`src/design/chwd_pkg.sv`:
```
// ----------------------------------------------------------------------------
// Compass heading package
// Shared types, widths, register indexes and the CORDIC arctangent table.
// ----------------------------------------------------------------------------
package chwd_pkg;

   // CORDIC and fixed point set-up
   localparam int CORDIC_STEPS    = 16;
   localparam int ANGLE_FRAC_BITS = 8;
   localparam int ACC_FRAC        = 20;
   localparam int IN_SCALE        = 14;

   localparam int FIELD_W   = 16;
   localparam int MODE_W    = 2;
   localparam int HEADING_W = 9;
   localparam int DECL_W    = 17;
   localparam int THRESH_W  = 9;
   localparam int PERIOD_W  = 16;
   localparam int COUNT_W   = 16;

   // Datapath widths: vector components carry the CORDIC gain and the
   // diagonal growth, the angle accumulator holds up to 512 degrees either way.
   localparam int XY_W  = FIELD_W + IN_SCALE + 4;
   localparam int Z_W   = ACC_FRAC + 10;
   localparam int SUM_W = ANGLE_FRAC_BITS + 12;
   localparam int DEC_W = DECL_W + ANGLE_FRAC_BITS;

   localparam logic signed [Z_W-1:0]   Z_QUARTER = Z_W'(90 * (2 ** ACC_FRAC));
   localparam logic signed [SUM_W-1:0] FULL_TURN = SUM_W'(360 * (2 ** ANGLE_FRAC_BITS));
   localparam logic [HEADING_W-1:0]    HEADING_LIMIT = HEADING_W'(360);
   localparam logic [COUNT_W-1:0]      COUNT_MAX = '1;

   // Result queue between the front and back end
   localparam int FIFO_DEPTH = 4;
   localparam int PTR_W      = $clog2(FIFO_DEPTH);

   // Configuration port
   localparam int CSR_INDEX_W = 2;
   localparam int CSR_DATA_W  = DECL_W;
   localparam logic [CSR_INDEX_W-1:0] CSR_DECLINATION = 2'd0;
   localparam logic [CSR_INDEX_W-1:0] CSR_THRESHOLD   = 2'd1;
   localparam logic [CSR_INDEX_W-1:0] CSR_PERIOD      = 2'd2;

   localparam logic signed [DECL_W-1:0] DECL_RESET   = DECL_W'(1468);
   localparam logic [THRESH_W-1:0]      THRESH_RESET = THRESH_W'(4);
   localparam logic [PERIOD_W-1:0]      PERIOD_RESET = PERIOD_W'(500);

   // Sample modes; the fourth code behaves as count only.
   localparam logic [MODE_W-1:0] MODE_NORMAL      = 2'd0;
   localparam logic [MODE_W-1:0] MODE_FORCE_RESET = 2'd1;
   localparam logic [MODE_W-1:0] MODE_COUNT_ONLY  = 2'd2;

   typedef struct packed {
      logic signed [FIELD_W-1:0] field_x;
      logic signed [FIELD_W-1:0] field_y;
      logic [MODE_W-1:0]         mode;
   } req_type;

   typedef struct packed {
      logic [HEADING_W-1:0] heading_deg;
      logic                 report_valid;
      logic                 sensor_reset_request;
   } rsp_type;

   // Word passed from the front end to the back end through the queue
   typedef struct packed {
      logic [HEADING_W-1:0] heading_deg;
      logic [MODE_W-1:0]    mode;
   } chwd_item_type;

   // atan(2^-i) in degrees with ACC_FRAC fraction bits
   function automatic logic signed [Z_W-1:0] atan_entry(input logic [4:0] step);
      logic signed [Z_W-1:0] value;
      case (step)
         5'd0:    value = Z_W'(47185920);
         5'd1:    value = Z_W'(27855475);
         5'd2:    value = Z_W'(14718068);
         5'd3:    value = Z_W'(7471121);
         5'd4:    value = Z_W'(3750058);
         5'd5:    value = Z_W'(1876857);
         5'd6:    value = Z_W'(938658);
         5'd7:    value = Z_W'(469357);
         5'd8:    value = Z_W'(234682);
         5'd9:    value = Z_W'(117342);
         5'd10:   value = Z_W'(58671);
         5'd11:   value = Z_W'(29335);
         5'd12:   value = Z_W'(14668);
         5'd13:   value = Z_W'(7334);
         5'd14:   value = Z_W'(3667);
         5'd15:   value = Z_W'(1833);
         5'd16:   value = Z_W'(917);
         5'd17:   value = Z_W'(458);
         5'd18:   value = Z_W'(229);
         5'd19:   value = Z_W'(115);
         5'd20:   value = Z_W'(57);
         5'd21:   value = Z_W'(29);
         5'd22:   value = Z_W'(14);
         5'd23:   value = Z_W'(7);
         default: value = '0;
      endcase
      return value;
   endfunction

endpackage

```
`src/design/chwd_queue.sv`:
```
// ----------------------------------------------------------------------------
// Compass heading queue
// Short first-in first-out buffer between the front and back end.
// ----------------------------------------------------------------------------
module chwd_queue import chwd_pkg::*; (
   input  logic          clock,
   input  logic          reset,
   input  logic          push,
   input  chwd_item_type push_item,
   output logic          full,
   input  logic          pop,
   output logic          pop_valid,
   output chwd_item_type pop_item
);

   chwd_item_type    mem_ff [0:FIFO_DEPTH-1];
   logic [PTR_W-1:0] wr_ptr_ff, wr_ptr_in;
   logic [PTR_W-1:0] rd_ptr_ff, rd_ptr_in;
   logic [PTR_W:0]   count_ff, count_in;

   assign full      = (count_ff == (PTR_W+1)'(FIFO_DEPTH));
   assign pop_valid = (count_ff != '0);
   assign pop_item  = mem_ff[rd_ptr_ff];

   always_comb begin
      wr_ptr_in = wr_ptr_ff;
      rd_ptr_in = rd_ptr_ff;
      count_in  = count_ff;
      if (push) begin
         wr_ptr_in = (wr_ptr_ff == PTR_W'(FIFO_DEPTH-1)) ? '0 : wr_ptr_ff + 1'b1;
      end
      if (pop) begin
         rd_ptr_in = (rd_ptr_ff == PTR_W'(FIFO_DEPTH-1)) ? '0 : rd_ptr_ff + 1'b1;
      end
      if (push && !pop) begin
         count_in = count_ff + 1'b1;
      end else if (pop && !push) begin
         count_in = count_ff - 1'b1;
      end
   end

   always_ff @(posedge clock) begin
      if (reset) begin
         wr_ptr_ff <= '0;
         rd_ptr_ff <= '0;
         count_ff  <= '0;
      end else begin
         wr_ptr_ff <= wr_ptr_in;
         rd_ptr_ff <= rd_ptr_in;
         count_ff  <= count_in;
      end
   end

   always_ff @(posedge clock) begin
      if (push) begin
         mem_ff[wr_ptr_ff] <= push_item;
      end
   end

   // The front end must hold its word while the queue is full.
   a_no_overflow: assert property (@(posedge clock) disable iff (reset)
      push |-> !full)
      else $error("word pushed into a full queue");

   // The back end only takes a word that is there.
   a_no_underflow: assert property (@(posedge clock) disable iff (reset)
      pop |-> count_ff != '0)
      else $error("word popped from an empty queue");

endmodule

```
`config.mk`:
```
export PLATFORM = sky130hd
export DESIGN_NAME = chwd_queue
export DESIGN_NICKNAME = d
export VERILOG_FILES = /design/src/design/chwd_pkg.sv /design/src/design/chwd_queue.sv
export SDC_FILE = /design/constraint.sdc
export NUM_CORES = 1
export LEC_CHECK = 0
export BUFFER_PORTS_ARGS = -buffer_cell sky130_fd_sc_hd__buf_2
export CORE_MARGIN = 1.5
export CORE_UTILIZATION = 45
export DETAILED_ROUTE_END_ITERATION = 10
export PLACE_DENSITY_LB_ADDON = 0.15
export SLEW_MARGIN = 0
export SYNTH_ARGS = -nofsm -noshare
export SYNTH_HDL_FRONTEND = slang
export SYNTH_SLANG_ARGS = --single-unit
```
`constraint.sdc`:
```
create_clock -name clock -period 2.5 [get_ports clock]
set_clock_uncertainty 0.15 [all_clocks]
set_input_delay 0.375 -clock clock [delete_from_list [all_inputs] [get_ports clock]]
set_output_delay 0.375 -clock clock [all_outputs]
set_load 0.01 [all_outputs]
```
==> flow_metrics.py, run 1 <==
metrics = {
    "power": {
        "leakage_nw": 0.838,
        "total_power_mw": 1.66,
        "power.density_mw_per_mm2": 721,
        "max-vdd-ir-drop_mv": 0.400,
    },
    "final_layout": {
        "diodes": 0,
        "areaGrowthSynthToFinish_pct": 13.4,
        "fillerInstances": 342,
        "drive_gt1_share_pct": 32.6,
        "nNetsFinal": 156,
    },
    "floorplan": {
        "coreArea_mm2": 0.00435,
        "ios": 28,
        "die_area_mm2": 0.00492,
        "rows": 24,
        "start_util_pct": 46.6,
        "die_y_um": 70.2,
        "die_w_um": 70.2,
    },
    "global_route": {
        "grt_pass1_vias": 1029,
        "grt_pass1_wl_um": 4810,
        "grtUsageTotal_pct": 13.5,
        "antenna_found_initial": 0,
        "grt_max_degree": 16,
        "grt-ovfl-total": 0,
    },
    "route": {
        "drt_iter0_drc": 39,
        "firstDrtPassIters": 4,
        "routedWlPerCell_um": 16.1,
        "vias": 955,
        "finalWirelength_um": 3010,
        "antenna_left": 0,
        "viasPerCell": 5.11,
        "drc": 0,
    },
    "timing": {
        "fin_tns_setup_ps": 0,
        "min_period_ps": 2090,
        "final_hold_viol_count": 0,
        "min_period_over_period_pct": 83.6,
        "fmax_mhz": 478,
        "tightest_slew_ps": 633,
        "rsz0062_at_grt": "false",
        "finalSetupViolCount": 0,
        "drv_slew": 0,
        "slew_headroom_pct": 57.8,
    },
    "logic_synthesis": {
        "synth_area_leaders": "edfxtp_1 65%, mux4_2 11%, dfxtp_1 8.9%",
        "ys_ff_latch": 53,
        "ys_seq_area_share_pct": 73.9,
        "synthTopCellsByCount": "44 x edfxtp_1, 10 x mux4_2, 9 x dfxtp_1",
        "yosysWarnings": 0,
        "netlist_area_mm2": 0.00203,
        "synth.most_common_cell": "edfxtp_1",
        "synth_edf_count": 44,
        "ys_types": 17,
        "synthCells": 101,
        "synth_fp_nets": 123,
        "synth_top_flop_cell": "edfxtp_1",
        "async_flop_share_pct": 0,
        "yosys.area.top_type": "edfxtp_1",
        "syn_area_per_cell_um2": 20.1,
        "synth.top_cell.area_share_pct": 65.1,
    },
    "clocking": {
        "clock-sinks": 53,
        "htreeDepth": 2,
        "root_buffer": "clkbuf_8",
        "path_clk_slew_ps": 90,
        "postCtsSetupBuffers": 0,
        "tritoncts": "done",
        "cts_buffers": 5,
        "cts_buffer_depth": 2,
        "ctsHoldBuffers": 0,
        "insertion_delay_ps": 290,
        "cts_resized": 0,
    },
    "setup_path": {
        "max_stage_delay_ps": 560,
        "path_class": "register to output pin",
        "cp_data_arrival_time_ps": 1560,
        "critical_path.max_fanout": 11,
        "required_ps": 1980,
        "slowest_stage": "mux4_1",
        "endpoint_kind": "output pin",
        "cp-start-kind": "register",
        "crit_chain": "buf_4, mux4_1, buf_2",
    },
    "placed_design": {
        "dp.final_hpwl_um": 1960,
        "io_buffers": 27,
        "place.gp.congestion": 0.614,
    },
    "flow_run": {
        "cap_viol_max_count": 0,
    },
    "worst_hold_path": {
        "holdCritPathClass": "primary input to register",
    },
    "run_status": {
        "status": "completed",
    },
}
==> final cells by class <==
class / count / area [um2] / area share, %
Tap cell: 52 / 65.1 / 2.82
Inverter: 4 / 15.0 / 0.652
Sequential cell: 53 / 1500 / 65.2
Clock buffer: 5 / 68.8 / 2.99
Multi-Input combinational cell: 42 / 498 / 21.6
Clock inverter: 3 / 12.5 / 0.543
Timing Repair Buffer: 28 / 143 / 6.19
==> sequential cells by signal, summed over array words and instances, names as in the netlist, named ones only <==
name	flops
wr_ptr_ff	2
rd_ptr_ff	2
count_ff	3
mem_ff	44
==> placed cells by master, fill, tap and decap left out <==
cell and instances:
edfxtp_1 44, buf_2 27, mux4_2 10, dfxtp_1 9
nor2_1 7, ha_1 6, clkbuf_8 5, inv_1 4
and2_1 4, mux2i_1 4, or3_1 2, nor3b_1 2
xor2_1 2, a21oi_1 2, clkinv_1 2, mux4_1 1
o21ai_0 1, fa_1 1, clkinv_2 1, buf_4 1
==> kinds of logic (layout without fill, tap and decap cells) <==
kind of cell,Yosys count,in the layout,synth area share (%)
DFF,53,53,73.9
muxes,15,15,14.4
adders and majority gates,7,7,4.68
xor gates and xnor gates,2,2,0.863
buffers and inverters,6,40,1.54
AOI/OAI and AO/OA,3,3,0.739
and+or+nand+nor,15,15,3.88
==> per-stage QoR <==
step	instance area [um2]	hold slack (ps)	util, %	setup WS, ps	std cells
4_1_cts	2300	125	52.9	368	187
3_5_place_dp	2220	365	51.0	458	179
6_report	2300	137	52.9	410	187
5_1_grt	2300	128	52.9	314	187
2_1_floorplan	2030	294	-	713	101
3_3_place_gp	2220	328	51.0	562	179
==> where the power goes <==
group          internal, mW  leakage [nW]  switching [mW]
combinational        0.0926         0.316          0.0944
sequential             1.01         0.478          0.0268
clock                 0.189        0.0430           0.252
==> routing by layer <==
layer	GRT usage, %	vias to the layer above	wire length, um
met5	0	-	0
met4	5.13	0	55
met3	4.62	5	136
met2	22.9	22	1500
met1	16.0	471	1320
li1	-	457	-
==> worst paths after layout <==
path | to | slack, ps | cells after the start | from
worst max-delay path | pop_item[2] | 410 | 3 | register
worst min-delay path | mem_ff[2][3]$_DFFE_PP_ | 140 | 1 | push_item[3]
worst max register to register | count_ff[2]$_SDFFE_PP0P_ | 850 | 4 | count_ff[0]$_SDFFE_PP0P_
worst min register to register | count_ff[2]$_SDFFE_PP0P_ | 370 | 2 | count_ff[2]$_SDFFE_PP0P_
==> worst max-delay path: cells and delay by family (launching register included) <==
| kind | cells | cell delay, ps |
|---|---|---|
| DFF | 1 | 320 |
| buffers and inverters | 2 | 390 |
| muxes | 1 | 560 |
Note: power is estimated with default switching activity, not from simulation.
==> run 2: changes to the inputs <==
Clock period 2.5 ns to 2.1 ns, I/O delays scaled along.
==> run 2 against run 1 <==
Non-clock buffer count is 5 higher. Global-route usage is 1.1 points higher. Routed wire length is 3.8% higher. Flip-flop and latch count stayed put. Critical endpoint unchanged. Power is 19% higher.
==> flow_metrics.py, run 2 (synthesized netlist as in run 1, its figures left out) <==
metrics = {
    "setup_path": {
        "r2r-start": "count_ff[0]$_SDFFE_PP0P_",
        "path_class": "register to output pin",
        "r2r_slack_ps": 470,
        "cp-start-kind": "register",
        "cp_data_arrival_time_ps": 1530,
        "required_ps": 1630,
        "max_stage_delay_ps": 560,
        "cp.buffers_inverters": 2,
        "timing.rr.end": "count_ff[2]$_SDFFE_PP0P_",
        "slowest_stage": "mux4_1",
        "endpoint_kind": "output pin",
        "reg2reg_depth": 4,
        "crit_chain": "buf_8, mux4_1, buf_2",
        "critical-path-top-delay-family": "multiplexers",
        "critical_path.max_fanout": 11,
    },
    "final_layout": {
        "most-common-layout-cells": "44 x edfxtp_1, 27 x buf_2, 10 x mux4_2",
        "diodes": 0,
        "nNetsFinal": 161,
        "areaGrowthSynthToFinish_pct": 15.4,
        "largest_reg_flops": 44,
        "drive_gt1_share_pct": 34.5,
        "fin_area_mm2": 0.00234,
        "largest_register": "mem_ff",
        "top_regs": "mem_ff (44), count_ff (3)",
        "mostFrequentLayoutCell": "edfxtp_1",
    },
    "route": {
        "viasPerCell": 5.28,
        "firstDrtPassIters": 3,
        "finalWirelength_um": 3130,
        "routedWlPerCell_um": 16.4,
        "drt_iter0_drc": 51,
        "antenna_left": 0,
        "vias": 1009,
        "drc": 0,
    },
    "floorplan": {
        "coreArea_mm2": 0.00435,
        "rows": 24,
        "start_util_pct": 46.6,
        "die_w_um": 70.2,
        "die_y_um": 70.2,
        "die_area_mm2": 0.00492,
        "ios": 28,
    },
    "run_status": {
        "status": "completed",
    },
    "timing": {
        "slew_headroom_pct": 87.8,
        "min_period_ps": 2000,
        "finalSetupViolCount": 0,
        "drv_slew": 0,
        "final.setup.worst_slack_ps": 101,
        "rsz0062_at_grt": "false",
        "tightest_slew_ps": 183,
        "fin_tns_setup_ps": 0,
        "min_period_over_period_pct": 95.2,
        "fmax_mhz": 500,
        "final_hold_viol_count": 0,
    },
    "clocking": {
        "cts_buffers": 5,
        "cts_buffer_depth": 2,
        "root_buffer": "clkbuf_8",
        "clock-sinks": 53,
        "htreeDepth": 2,
        "path_clk_slew_ps": 80,
        "tritoncts": "done",
        "ctsHoldBuffers": 0,
        "insertion_delay_ps": 290,
    },
    "power": {
        "max-vdd-ir-drop_mv": 0.420,
        "total_power_mw": 1.98,
        "power.density_mw_per_mm2": 844,
        "leakage_nw": 0.862,
    },
    "global_route": {
        "grt_max_degree": 15,
        "grt_pass1_wl_um": 5210,
        "grt_pass1_vias": 1063,
        "grt-ovfl-total": 0,
        "grtUsageTotal_pct": 14.7,
        "antenna_found_initial": 0,
    },
    "worst_hold_path": {
        "min_delay_path_depth": 1,
        "hold_end": "mem_ff[3][1]$_DFFE_PP_",
        "holdCritPathClass": "primary input to register",
        "hold_start": "push_item[1]",
    },
    "placed_design": {
        "io_buffers": 27,
        "dp.final_hpwl_um": 2010,
        "dpl_cell_area_mm2": 0.00226,
        "place.gp.congestion": 0.613,
        "place_ws_ps": 144,
    },
    "flow_run": {
        "cap_viol_max_count": 0,
    },
}
-- run 2: cell count changes in the layout (fill, tap and decap cells not counted), sizes merged --
cell    previous run  this run
buf               28        33
clkinv             3         1
clkbuf             5         6
-- run 2: per-stage QoR --
step,util [%],instances,hold WS (ps)
floorplan,-,101,234
global placement,51.9,184,328
detailed placement,51.9,184,343
CTS,53.6,191,65.5
global route,53.8,191,69.8
finish,53.8,191,77.1
-- run 2: area by class of cell --
type / instances / area [um2]
Clock buffer: 6 / 72.6
Clock inverter: 1 / 3.75
Fill cell: 345 / 2010
Inverter: 4 / 15.0
Multi-Input combinational cell: 42 / 498
Sequential cell: 53 / 1500
Tap cell: 52 / 65.1
Timing Repair Buffer: 33 / 188
-- run 2: how the worst max path moves through the flow --
stage	start	endpoint	slack, ps	cells after the start
after global placement	pop	count_ff[2]$_SDFFE_PP0P_	230	8
after CTS	register	pop_item[2]	2	3
after global routing	register	pop_item[2]	10	3
after floorplan	pop	count_ff[2]$_SDFFE_PP0P_	370	7
final	register	pop_item[2]	100	3
after detailed placement	pop	count_ff[2]$_SDFFE_PP0P_	140	8
-- run 2: power by group --
part | switching, mW | total [mW] | internal [mW]
clock network | 0.291 | 0.516 | 0.225
registers | 0.0262 | 1.22 | 1.20
logic | 0.120 | 0.239 | 0.119
-- run 2: routing by layer --
metal / GRT usage, % / up-vias / part of all wire [%]
li1: - / 469 / -
met1: 16.4 / 513 / 41
met2: 25.5 / 21 / 53
met3: 5.34 / 6 / 4.1
met4: 5.77 / 0 / 1.5
met5: 0 / - / 0
-- run 2: repair_timing --
action | in CTS | in global routing
gates resized for setup | 0 | 2
setup endpoints to repair | 0 | 9
setup buffers | 0 | 0
