File: src/design/chwd_pkg.sv
// ----------------------------------------------------------------------------
// Compass heading package
// Shared types, widths, register indexes and the CORDIC arctangent table.
// ----------------------------------------------------------------------------
package chwd_pkg;

   // CORDIC and fixed point set-up
   localparam int CORDIC_STEPS    = 16;
   localparam int ANGLE_FRAC_BITS = 8;
   localparam int ACC_FRAC        = 20;
   localparam int IN_SCALE        = 14;

   localparam int FIELD_W   = 16;
   localparam int MODE_W    = 2;
   localparam int HEADING_W = 9;
   localparam int DECL_W    = 17;
   localparam int THRESH_W  = 9;
   localparam int PERIOD_W  = 16;
   localparam int COUNT_W   = 16;

   // Datapath widths: vector components carry the CORDIC gain and the
   // diagonal growth, the angle accumulator holds up to 512 degrees either way.
   localparam int XY_W  = FIELD_W + IN_SCALE + 4;
   localparam int Z_W   = ACC_FRAC + 10;
   localparam int SUM_W = ANGLE_FRAC_BITS + 12;
   localparam int DEC_W = DECL_W + ANGLE_FRAC_BITS;

   localparam logic signed [Z_W-1:0]   Z_QUARTER = Z_W'(90 * (2 ** ACC_FRAC));
   localparam logic signed [SUM_W-1:0] FULL_TURN = SUM_W'(360 * (2 ** ANGLE_FRAC_BITS));
   localparam logic [HEADING_W-1:0]    HEADING_LIMIT = HEADING_W'(360);
   localparam logic [COUNT_W-1:0]      COUNT_MAX = '1;

   // Result queue between the front and back end
   localparam int FIFO_DEPTH = 4;
   localparam int PTR_W      = $clog2(FIFO_DEPTH);

   // Configuration port
   localparam int CSR_INDEX_W = 2;
   localparam int CSR_DATA_W  = DECL_W;
   localparam logic [CSR_INDEX_W-1:0] CSR_DECLINATION = 2'd0;
   localparam logic [CSR_INDEX_W-1:0] CSR_THRESHOLD   = 2'd1;
   localparam logic [CSR_INDEX_W-1:0] CSR_PERIOD      = 2'd2;

   localparam logic signed [DECL_W-1:0] DECL_RESET   = DECL_W'(1468);
   localparam logic [THRESH_W-1:0]      THRESH_RESET = THRESH_W'(4);
   localparam logic [PERIOD_W-1:0]      PERIOD_RESET = PERIOD_W'(500);

   // Sample modes; the fourth code behaves as count only.
   localparam logic [MODE_W-1:0] MODE_NORMAL      = 2'd0;
   localparam logic [MODE_W-1:0] MODE_FORCE_RESET = 2'd1;
   localparam logic [MODE_W-1:0] MODE_COUNT_ONLY  = 2'd2;

   typedef struct packed {
      logic signed [FIELD_W-1:0] field_x;
      logic signed [FIELD_W-1:0] field_y;
      logic [MODE_W-1:0]         mode;
   } req_type;

   typedef struct packed {
      logic [HEADING_W-1:0] heading_deg;
      logic                 report_valid;
      logic                 sensor_reset_request;
   } rsp_type;

   // Word passed from the front end to the back end through the queue
   typedef struct packed {
      logic [HEADING_W-1:0] heading_deg;
      logic [MODE_W-1:0]    mode;
   } chwd_item_type;

   // atan(2^-i) in degrees with ACC_FRAC fraction bits
   function automatic logic signed [Z_W-1:0] atan_entry(input logic [4:0] step);
      logic signed [Z_W-1:0] value;
      case (step)
         5'd0:    value = Z_W'(47185920);
         5'd1:    value = Z_W'(27855475);
         5'd2:    value = Z_W'(14718068);
         5'd3:    value = Z_W'(7471121);
         5'd4:    value = Z_W'(3750058);
         5'd5:    value = Z_W'(1876857);
         5'd6:    value = Z_W'(938658);
         5'd7:    value = Z_W'(469357);
         5'd8:    value = Z_W'(234682);
         5'd9:    value = Z_W'(117342);
         5'd10:   value = Z_W'(58671);
         5'd11:   value = Z_W'(29335);
         5'd12:   value = Z_W'(14668);
         5'd13:   value = Z_W'(7334);
         5'd14:   value = Z_W'(3667);
         5'd15:   value = Z_W'(1833);
         5'd16:   value = Z_W'(917);
         5'd17:   value = Z_W'(458);
         5'd18:   value = Z_W'(229);
         5'd19:   value = Z_W'(115);
         5'd20:   value = Z_W'(57);
         5'd21:   value = Z_W'(29);
         5'd22:   value = Z_W'(14);
         5'd23:   value = Z_W'(7);
         default: value = '0;
      endcase
      return value;
   endfunction

endpackage

File: src/design/chwd_back.sv
// ----------------------------------------------------------------------------
// Compass heading back end
// Deadband report against the last reported heading, the sensor reset
// counter and the output register.
// ----------------------------------------------------------------------------
module chwd_back import chwd_pkg::*; (
   input  logic                clock,
   input  logic                reset,
   input  logic                q_valid,
   input  chwd_item_type       q_item,
   output logic                q_pop,
   input  logic [THRESH_W-1:0] threshold,
   input  logic [PERIOD_W-1:0] period,
   output logic                rsp_valid,
   input  logic                rsp_ready,
   output rsp_type             rsp_data
);

   logic [COUNT_W-1:0]   counter_ff, counter_in;
   logic [HEADING_W-1:0] last_ff, last_in;
   logic                 rsp_valid_ff, rsp_valid_in;
   rsp_type              rsp_ff, rsp_in;
   logic [HEADING_W-1:0] diff;
   logic                 report;
   logic                 request;

   assign q_pop     = q_valid && (!rsp_valid_ff || rsp_ready);
   assign rsp_valid = rsp_valid_ff;
   assign rsp_data  = rsp_ff;

   always_comb begin
      counter_in = counter_ff;
      request    = 1'b0;
      if (q_item.mode == MODE_NORMAL && counter_ff > period) begin
         request    = 1'b1;
         counter_in = '0;
      end else if (q_item.mode == MODE_FORCE_RESET) begin
         request = 1'b1;
      end else if (counter_ff != COUNT_MAX) begin
         counter_in = counter_ff + 1'b1;
      end

      diff    = (q_item.heading_deg >= last_ff) ? q_item.heading_deg - last_ff
                                                : last_ff - q_item.heading_deg;
      report  = (diff > threshold);
      last_in = report ? q_item.heading_deg : last_ff;

      rsp_in.heading_deg          = q_item.heading_deg;
      rsp_in.report_valid         = report;
      rsp_in.sensor_reset_request = request;

      if (q_pop) begin
         rsp_valid_in = 1'b1;
      end else if (rsp_ready) begin
         rsp_valid_in = 1'b0;
      end else begin
         rsp_valid_in = rsp_valid_ff;
      end
   end

   always_ff @(posedge clock) begin
      if (reset) begin
         counter_ff   <= '0;
         last_ff      <= '0;
         rsp_valid_ff <= 1'b0;
      end else begin
         rsp_valid_ff <= rsp_valid_in;
         if (q_pop) begin
            counter_ff <= counter_in;
            last_ff    <= last_in;
         end
      end
   end

   always_ff @(posedge clock) begin
      if (q_pop) begin
         rsp_ff <= rsp_in;
      end
   end

   a_heading_range: assert property (@(posedge clock) disable iff (reset)
      rsp_valid_ff |-> rsp_ff.heading_deg < HEADING_LIMIT)
      else $error("heading outside a full turn");

   a_forced_request: assert property (@(posedge clock) disable iff (reset)
      q_pop && q_item.mode == MODE_FORCE_RESET
      |=> rsp_ff.sensor_reset_request && counter_ff == $past(counter_ff))
      else $error("forced sensor reset not requested or counter moved");

   a_report_updates_last: assert property (@(posedge clock) disable iff (reset)
      q_pop && report |=> rsp_ff.report_valid && last_ff == rsp_ff.heading_deg)
      else $error("reported heading not kept as the last report");

endmodule

File: config.mk
export PLATFORM = sky130hd
export DESIGN_NAME = chwd_back
export DESIGN_NICKNAME = d
export VERILOG_FILES = /design/src/design/chwd_pkg.sv /design/src/design/chwd_back.sv
export SDC_FILE = /design/constraint.sdc
export NUM_CORES = 1
export LEC_CHECK = 0
export CORE_ASPECT_RATIO = 0.6
export CORE_MARGIN = 2
export CORE_UTILIZATION = 25
export CTS_CLUSTER_SIZE = 20
export DETAILED_ROUTE_END_ITERATION = 7
export DONT_BUFFER_PORTS = 1
export PLACE_DENSITY_LB_ADDON = 0.3
export SLEW_MARGIN = 20
export SYNTH_ARGS = -nofsm -noshare
export SYNTH_HDL_FRONTEND = slang
export SYNTH_SLANG_ARGS = --single-unit
File: constraint.sdc
create_clock -name clock -period 4.3 [get_ports clock]
set_clock_uncertainty 0.15 [all_clocks]
set_input_delay 0.43 -clock clock [delete_from_list [all_inputs] [get_ports clock]]
set_output_delay 0.43 -clock clock [all_outputs]
set_load 0.005 [all_outputs]
==> flow_summary.toml, run 1 <==
[routing]
dr.pass1.iters = 5
drtIter0Drc = 186
avgViaCountPerCell = 4.887
drc = 0
postRouteAntennaNets = 0
wirelength_um = 8208
detail_route.wl_per_cell_um = 15.14
vias = 2649

[clock_network]
clockBufferDepth = 2
cts_root_buf = "clkbuf_16"
cts_sinks = 37
numCtsBuffers = 5
cts_tree = "built"
cts_hold_buffers = 0
htree_num_levels = 2
cts_setup_buffers = 0
cts_resized = 0
insertion_delay_ps = 280
clk_pin_slew_ps = 60

[global_routing]
grt_pass1_vias = 2497
antenna_found_initial = 0
grt_max_degree = 16
overflow = 0
grt.total_usage = 0.1267
grt_pass1_wl_um = 13310

[synth]
synth_ff_type = "dfxtp_1"
yosysSeqAreaShare = 0.2745
ys_async_sr_fraction = 0
synth_top_cells_by_count = "inv_1, ha_1, nor2_1"
syn_inst = 370
syn_avg_cell_area_um2 = 8.376
synth_edf_count = 11
yosys_warnings = 0
ys_seq_elements = 37
netlist_area_um2 = 3099
synth_top_area_cell = "ha_1"
ys_types = 55
synth_area_leaders = "ha_1, dfxtp_1, edfxtp_1"
synth.most_common_cell = "inv_1"
synth_top_area_frac = 0.1736
synth_nets = 455

[final_layout]
area_delta_synth_final_pct = 11.67
finalNonFillerCells = 542
fin_nets = 462
diodes = 0
nFillCells = 1310
final_area_um2 = 3461
drive_gt1_frac = 0.06101

[critical_path]
cp.arrival_ps = 4000
cp_cell_sequence = "ha_1, a21oi_1, nor2_1, a2111oi_0, o21ai_1, o211a_1, a221oi_1, ha_1, a211o_1, o311ai_2, buf_4, mux2i_1, nor2_1"
required_ps = 4320
cp-end-kind = "flip-flop"
worstPathMaxFanout = 5
cpMaxStageDelayCell = "a2111oi_0"
crit_buf_inv = 1
critPathKind = "flip-flop to flip-flop"
cpPeakStageDelay_ps = 650
cpLargestDelayFamily = "compound AO/OA/AOI/OAI gates"
critPathLaunchType = "flip-flop"

[timing]
finalSetupTns_ps = 0
finalSetupViolCount = 0
drv_slew = 0
worst_slew_pin_slew_ps = 811.3
grt_setup_unrepaired = "no"
finalHoldViolCount = 0
setup_ws_ps = 317.0
layout_min_cycle_time_ps = 3983
fin_crit_sh = 0.9263
max_freq_ghz = 0.2511
maxSlewHeadroom = 0.4452

[power_and_ir_drop]
p_leak_nw = 1.486
peakVddDrop_v = 0.0001188
power_density_nw_per_um2 = 367.6
design_power_total_mw = 1.272

[die]
core_area_um2 = 12060
io_pins = 53
dieArea_um2 = 13330
placementRows = 31
initial_core_util = 0.2569
die_h_um = 90.25
fp.dieW_um = 147.7

[place]
dp_slack_ps = 220.0
dpl.cell_count = 535
hpwl_um = 6760
io_buffers = 0
place_congestion = 0.9510
placed_cell_area_um2 = 3328

[hold_path]
min_path_type = "input port to flip-flop"

[status]
status = "completed"

[job]
cap_viol_max_count = 0
-- layout make-up --
class	count	area [um^2]	share of cell area
multi-input combinational	273	2019	0.5835
tap	165	206.4	0.05965
clock inverter	1	3.754	0.001085
clock buffer	6	128.9	0.03724
timing repair buffer	7	52.55	0.01518
inverter	53	198.9	0.05748
sequential	37	850.8	0.2458
-- state kept, by name (all words and copies together), names as in the netlist --
register / count
counter_ff: 16
last_ff: 9
rsp_data: 11
rsp_valid: 1
-- stage by stage --
stage	hold WS [ps]	util
2_1_floorplan	313.4	-
3_3_place_gp	327.0	0.2759
3_5_place_dp	340.6	0.2759
4_1_cts	52.75	0.2869
5_1_grt	46.27	0.2869
6_report	62.32	0.2869
-- worst paths after layout --
kind,from,end,slack (ps),cells past startpoint
setup / recovery,last_ff[5],last_ff[6],320,13
hold / removal,reset,rsp_valid,60,1
setup reg to reg,last_ff[5],last_ff[6],320,13
hold reg to reg,last_ff[8],last_ff[8],350,2
-- where the power goes --
part	total, mW	internal, mW	switching, mW
registers	0.410	0.390	0.0194
logic	0.513	0.222	0.292
clock network	0.349	0.210	0.139
-- logic make-up after synthesis --
logic type / synth area share
and+or+nand+nor: 0.2015
AOI/OAI and AO/OA: 0.1853
buffers and inverters: 0.07630
adders and majority gates: 0.1865
DFF: 0.2745
muxes: 0.04198
xor gates and xnor gates: 0.03391
-- layout by cell type (no fill, tap or decap), drive strengths merged, types with 2 or more instances in the layout --
cell type and instances:
clkbuf 6, o21ai 13, inv 53, o22ai 3, nand3 10, nand2b 5
or4 3, and2 3, a21o 5, ha 43, nand2 25, mux2i 13
o211a 2, edfxtp 11, o31a 2, nor2b 7, and4 4, nor3 8
o31ai 2, nor2 31, a2111oi 2, nand4 11, o21a 4, nor4 2
or3 5, buf 7, xor2 5, xnor2 7, a221oi 2, and3 4
a21oi 26, dfxtp 26, a211oi 5, a211o 2, fa 2, a31oi 5
o211ai 4
-- per-layer routing --
metal,part of all wire,vias up,track usage
met5,0,-,0
met2,0.35,86,0.1562
li1,-,1333,-
met1,0.56,1224,0.2014
met3,0.082,6,0.04670
met4,0.0068,0,0.02484
-- worst reg2reg max path, delay by kind of cell, from the launching register on --
| family | cells | cell delay [ps] |
|---|---|---|
| muxes | 1 | 210 |
| buffers and inverters | 1 | 220 |
| adders and majority gates | 2 | 670 |
| DFF | 1 | 330 |
| AOI/OAI and AO/OA | 7 | 2160 |
| and+or+nand+nor | 2 | 140 |
Power figures use the tool's default switching activity.
==> run 2, diff against run 1 <==
Settings changed: BUFFER_PORTS_ARGS set to -buffer_cell sky130_fd_sc_hd__buf_4, CORE_MARGIN 2 to not set, DONT_BUFFER_PORTS 1 to not set.
==> flow_summary.toml, run 2 (synthesis results as in run 1) <==
[status]
status = "completed"

[timing]
whs_ps = 196.7
worst_slew_pin_slew_ps = 633.5
finalSetupTns_ps = 0
grt_setup_unrepaired = "no"
maxSlewHeadroom = 0.5744
finalHoldViolCount = 0
max_freq_ghz = 0.2475
fin_crit_sh = 0.9395
drv_slew = 0
finalSetupViolCount = 0
layout_min_cycle_time_ps = 4040

[critical_path]
critPathKind = "flip-flop to flip-flop"
cp_cell_sequence = "ha_1, a21o_1, a211oi_1, a21o_1, nand3_1, o21a_1, a221oi_1, ha_1, a211o_1, o311ai_2, buf_4, mux2i_1, nor2_1"
cpPeakStageDelay_ps = 390
crit_buf_inv = 1
cp.arrival_ps = 4060
worstPathMaxFanout = 7
required_ps = 4320
cpMaxStageDelayCell = "ha_1"
cp-end-kind = "flip-flop"
critPathLaunchType = "flip-flop"
cpLargestDelayFamily = "compound AO/OA/AOI/OAI gates"

[global_routing]
overflow = 0
grt.total_usage = 0.1370
grt_pass1_wl_um = 13660
grt_pass1_vias = 2634
grt_max_degree = 16
antenna_found_initial = 0

[clock_network]
cts_resized = 0
cts_tree = "built"
clk_pin_slew_ps = 60
cts_setup_buffers = 0
htree_num_levels = 2
cts_sinks = 37
cts_root_buf = "clkbuf_16"
numCtsBuffers = 5
insertion_delay_ps = 280
clockBufferDepth = 2
cts_hold_buffers = 0

[final_layout]
layout_common_cells = "buf_4, inv_1, ha_1"
regArea_um2 = 850.8
multi_input_area_um2 = 2023
largest_reg_flops = 16
final_area_um2 = 3876
diodes = 0
drive_gt1_frac = 0.1852
regMostFlops = "counter_ff"
fin_nets = 516
nFillCells = 1275
mostFrequentLayoutCell = "buf_4"
area_delta_synth_final_pct = 25.07

[routing]
detail_route.wl_per_cell_um = 14.19
dr.pass1.iters = 4
postRouteAntennaNets = 0
wirelength_um = 8472
vias = 2829
drc = 0
drtIter0Drc = 222
avgViaCountPerCell = 4.739

[die]
core_area_um2 = 12060
initial_core_util = 0.2569
fp.dieW_um = 145.7
die_h_um = 88.25
dieArea_um2 = 12860
io_pins = 53
placementRows = 31

[hold_path]
min_path_type = "input port to flip-flop"

[power_and_ir_drop]
peakVddDrop_v = 0.0001330
p_leak_nw = 1.752
power_density_nw_per_um2 = 347.6
design_power_total_mw = 1.347

[place]
placed_cell_area_um2 = 3734
place_congestion = 0.8735
hpwl_um = 6921
io_buffers = 52

[job]
cap_viol_max_count = 0
## run 2: cell count changes in the layout (fill, tap and decap cells not counted)
cell	delta
a21oi_1	-1
a21oi_2	+1
buf_4	+54
clkinv_1	-1
clkinv_2	+2
## run 2: layout make-up
| cell class | instances | area share |
|---|---|---|
| Multi-Input combinational cell | 273 | 0.5219 |
| Sequential cell | 37 | 0.2195 |
| Timing Repair Buffer | 61 | 0.1181 |
| Tap cell | 165 | 0.05326 |
| Inverter | 53 | 0.05132 |
| Clock buffer | 6 | 0.03325 |
| Clock inverter | 2 | 0.002582 |
## run 2: worst register-to-register path: stages, from the launching register on
cell and delay (ps):
dfxtp_1 320, ha_1 390, a21o_1 210, a211oi_1 310, a21o_1 210, nand3_1 190
o21a_1 280, a221oi_1 380, ha_1 340, a211o_1 340, o311ai_2 330, buf_4 240
mux2i_1 200, nor2_1 50
## run 2: where the power goes
| part | internal, mW | switching (mW) |
|---|---|---|
| Clock | 0.213 | 0.148 |
| Combinational | 0.262 | 0.317 |
| Sequential | 0.390 | 0.0169 |
## run 2: through the flow
step                      std cells    util  setup WS (ps)
after floorplan                 370       -          541.3
after global placement          589  0.3095          159.6
after detailed placement        589  0.3095          64.20
after CTS                       597  0.3210          321.9
after global routing            597  0.3213          28.46
final                           597  0.3213          260.1
## run 2: path summary, 6_finish.rpt
path               from            to  slack, ps  cells after the start
max          last_ff[4]    last_ff[6]        260                     13
min          q_item[10]  rsp_data[10]        200                      1
max reg2reg  last_ff[4]    last_ff[6]        260                     13
min reg2reg  last_ff[8]    last_ff[8]        350                      2
## run 2: per-layer routing
| layer | global-route usage | wire length (um) | share of wire |
|---|---|---|---|
| met2 | 0.1840 | 3060 | 0.36 |
| met3 | 0.03093 | 555 | 0.066 |
| met1 | 0.2166 | 4814 | 0.57 |
| met4 | 0.02392 | 43 | 0.0051 |
| met5 | 0 | 0 | 0 |
==> run 3, diff against run 2 <==
Clock period 4.3 ns to 4.76 ns, I/O delays scaled along.
==> flow_summary.toml, run 3 (synthesis results as in run 1) <==
[clock_network]
clockBufferDepth = 2
cts_root_buf = "clkbuf_16"
cts_setup_buffers = 0
cts_resized = 0
clk_pin_slew_ps = 60
cts_hold_buffers = 0
cts_tree = "built"
numCtsBuffers = 5
htree_num_levels = 2
insertion_delay_ps = 280
cts_sinks = 37

[critical_path]
critPathKind = "input port to flip-flop"
required_ps = 4780
cp.arrival_ps = 4160
critPathLaunchType = "input port"
worstPathMaxFanout = 9
cp-end-kind = "flip-flop"
rrSetupSlack_ps = 640

[job]
cap_viol_max_count = 0

[power_and_ir_drop]
p_clk_frac = 0.315
power_density_nw_per_um2 = 325.2
p_leak_nw = 1.733
p_seq_frac = 0.293
sw_frac_of_total = 0.3355
power.switching_uw = 421.0
intPower_uw = 833.7
combinationalPowerShare = 0.392
peakVddDrop_v = 0.0001210

[final_layout]
diodes = 0
nFillCells = 1263
utilization = 0.3199
layout_common_cells = "buf_4, inv_1, ha_1"
mostFrequentLayoutCell = "buf_4"
fin_nets = 509
largest_reg_flops = 16
area_delta_synth_final_pct = 24.51
final_area_um2 = 3859
regMostFlops = "counter_ff"
drive_gt1_frac = 0.1718
finalNonFillerCells = 590

[hold_path]
min_path_type = "input port to flip-flop"

[global_routing]
grt_pass1_vias = 2653
grt_pass1_wl_um = 13840
grt_max_degree = 16
antenna_found_initial = 0
overflow = 0
grt.total_usage = 0.1383

[timing]
worst_slew_pin_slew_ps = 993.2
grt_setup_unrepaired = "no"
layout_min_cycle_time_ps = 4135
max_freq_ghz = 0.2419
maxSlewHeadroom = 0.3339
whs_ps = 241.8
finalSetupViolCount = 0
finalSetupTns_ps = 0
drv_slew = 0
fin_crit_sh = 0.8686
finalHoldViolCount = 0

[routing]
wirelength_um = 8281
drc = 0
vias = 2784
dr.pass1.iters = 6
postRouteAntennaNets = 0
avgViaCountPerCell = 4.719
drtIter0Drc = 252
detail_route.wl_per_cell_um = 14.04

[place]
placed_cell_area_um2 = 3686
io_buffers = 52
place_congestion = 0.8598
hpwl_um = 6692
dpl.cell_count = 582

[die]
io_pins = 53
dieArea_um2 = 12860
initial_core_util = 0.2569
die_h_um = 88.25
core_area_um2 = 12060
placementRows = 31
fp.dieW_um = 145.7

[status]
status = "completed"
-- run 3: path summary, 6_finish.rpt --
| kind | start | to | cells past startpoint |
|---|---|---|---|
| hold reg to reg | last_ff[8] | last_ff[8] | 2 |
| setup reg to reg | last_ff[4] | last_ff[5] | 13 |
| setup / recovery | q_item[6] | last_ff[5] | 15 |
| hold / removal | q_item[10] | rsp_data[10] | 1 |
-- run 3: area by class of cell --
cell class              instances  area [um^2]  share of cell area
flip-flops and latches         37        850.8              0.2205
inverters                      53        198.9             0.05156
repair buffers                 54        405.4              0.1051
clock inverters                 1        30.03            0.007782
well taps                     165        206.4             0.05350
clock buffers                   7        142.6             0.03697
multi-input cells             273         2024              0.5246
-- run 3: through the flow --
stage | power, mW | worst slack (ps)
after floorplan | 0.7120 | 955.3
after global placement | 0.8577 | 457.5
after detailed placement | 0.8623 | 359.7
after CTS | 1.269 | 653.8
after global routing | 1.354 | 428.0
final | 1.255 | 625.3
-- run 3: layer usage --
metal | vias to the layer above | routed length (um) | GRT usage
met5 | - | 0 | 0
met4 | 0 | 35 | 0.03636
met3 | 2 | 674 | 0.04124
met2 | 85 | 2988 | 0.1809
met1 | 1273 | 4583 | 0.2119
li1 | 1424 | - | -
-- run 3: critical path: stages --
cell,delay (ps)
buf_4,100
inv_1,40
ha_1,390
a21o_1,210
a211oi_1,310
a21o_1,220
nand3_1,250
o21a_1,300
a221oi_1,360
ha_1,330
a211o_1,330
o311ai_2,280
buf_4,280
mux2i_1,220
nor2_1,50
-- run 3: power groups by stage --
stage	registers [mW]	clock network, mW	logic, mW
after detailed placement	0.375	0	0.487
after floorplan	0.373	0	0.339
after CTS	0.368	0.411	0.490
after global routing	0.371	0.428	0.555
final	0.368	0.395	0.491
after global placement	0.374	0	0.484
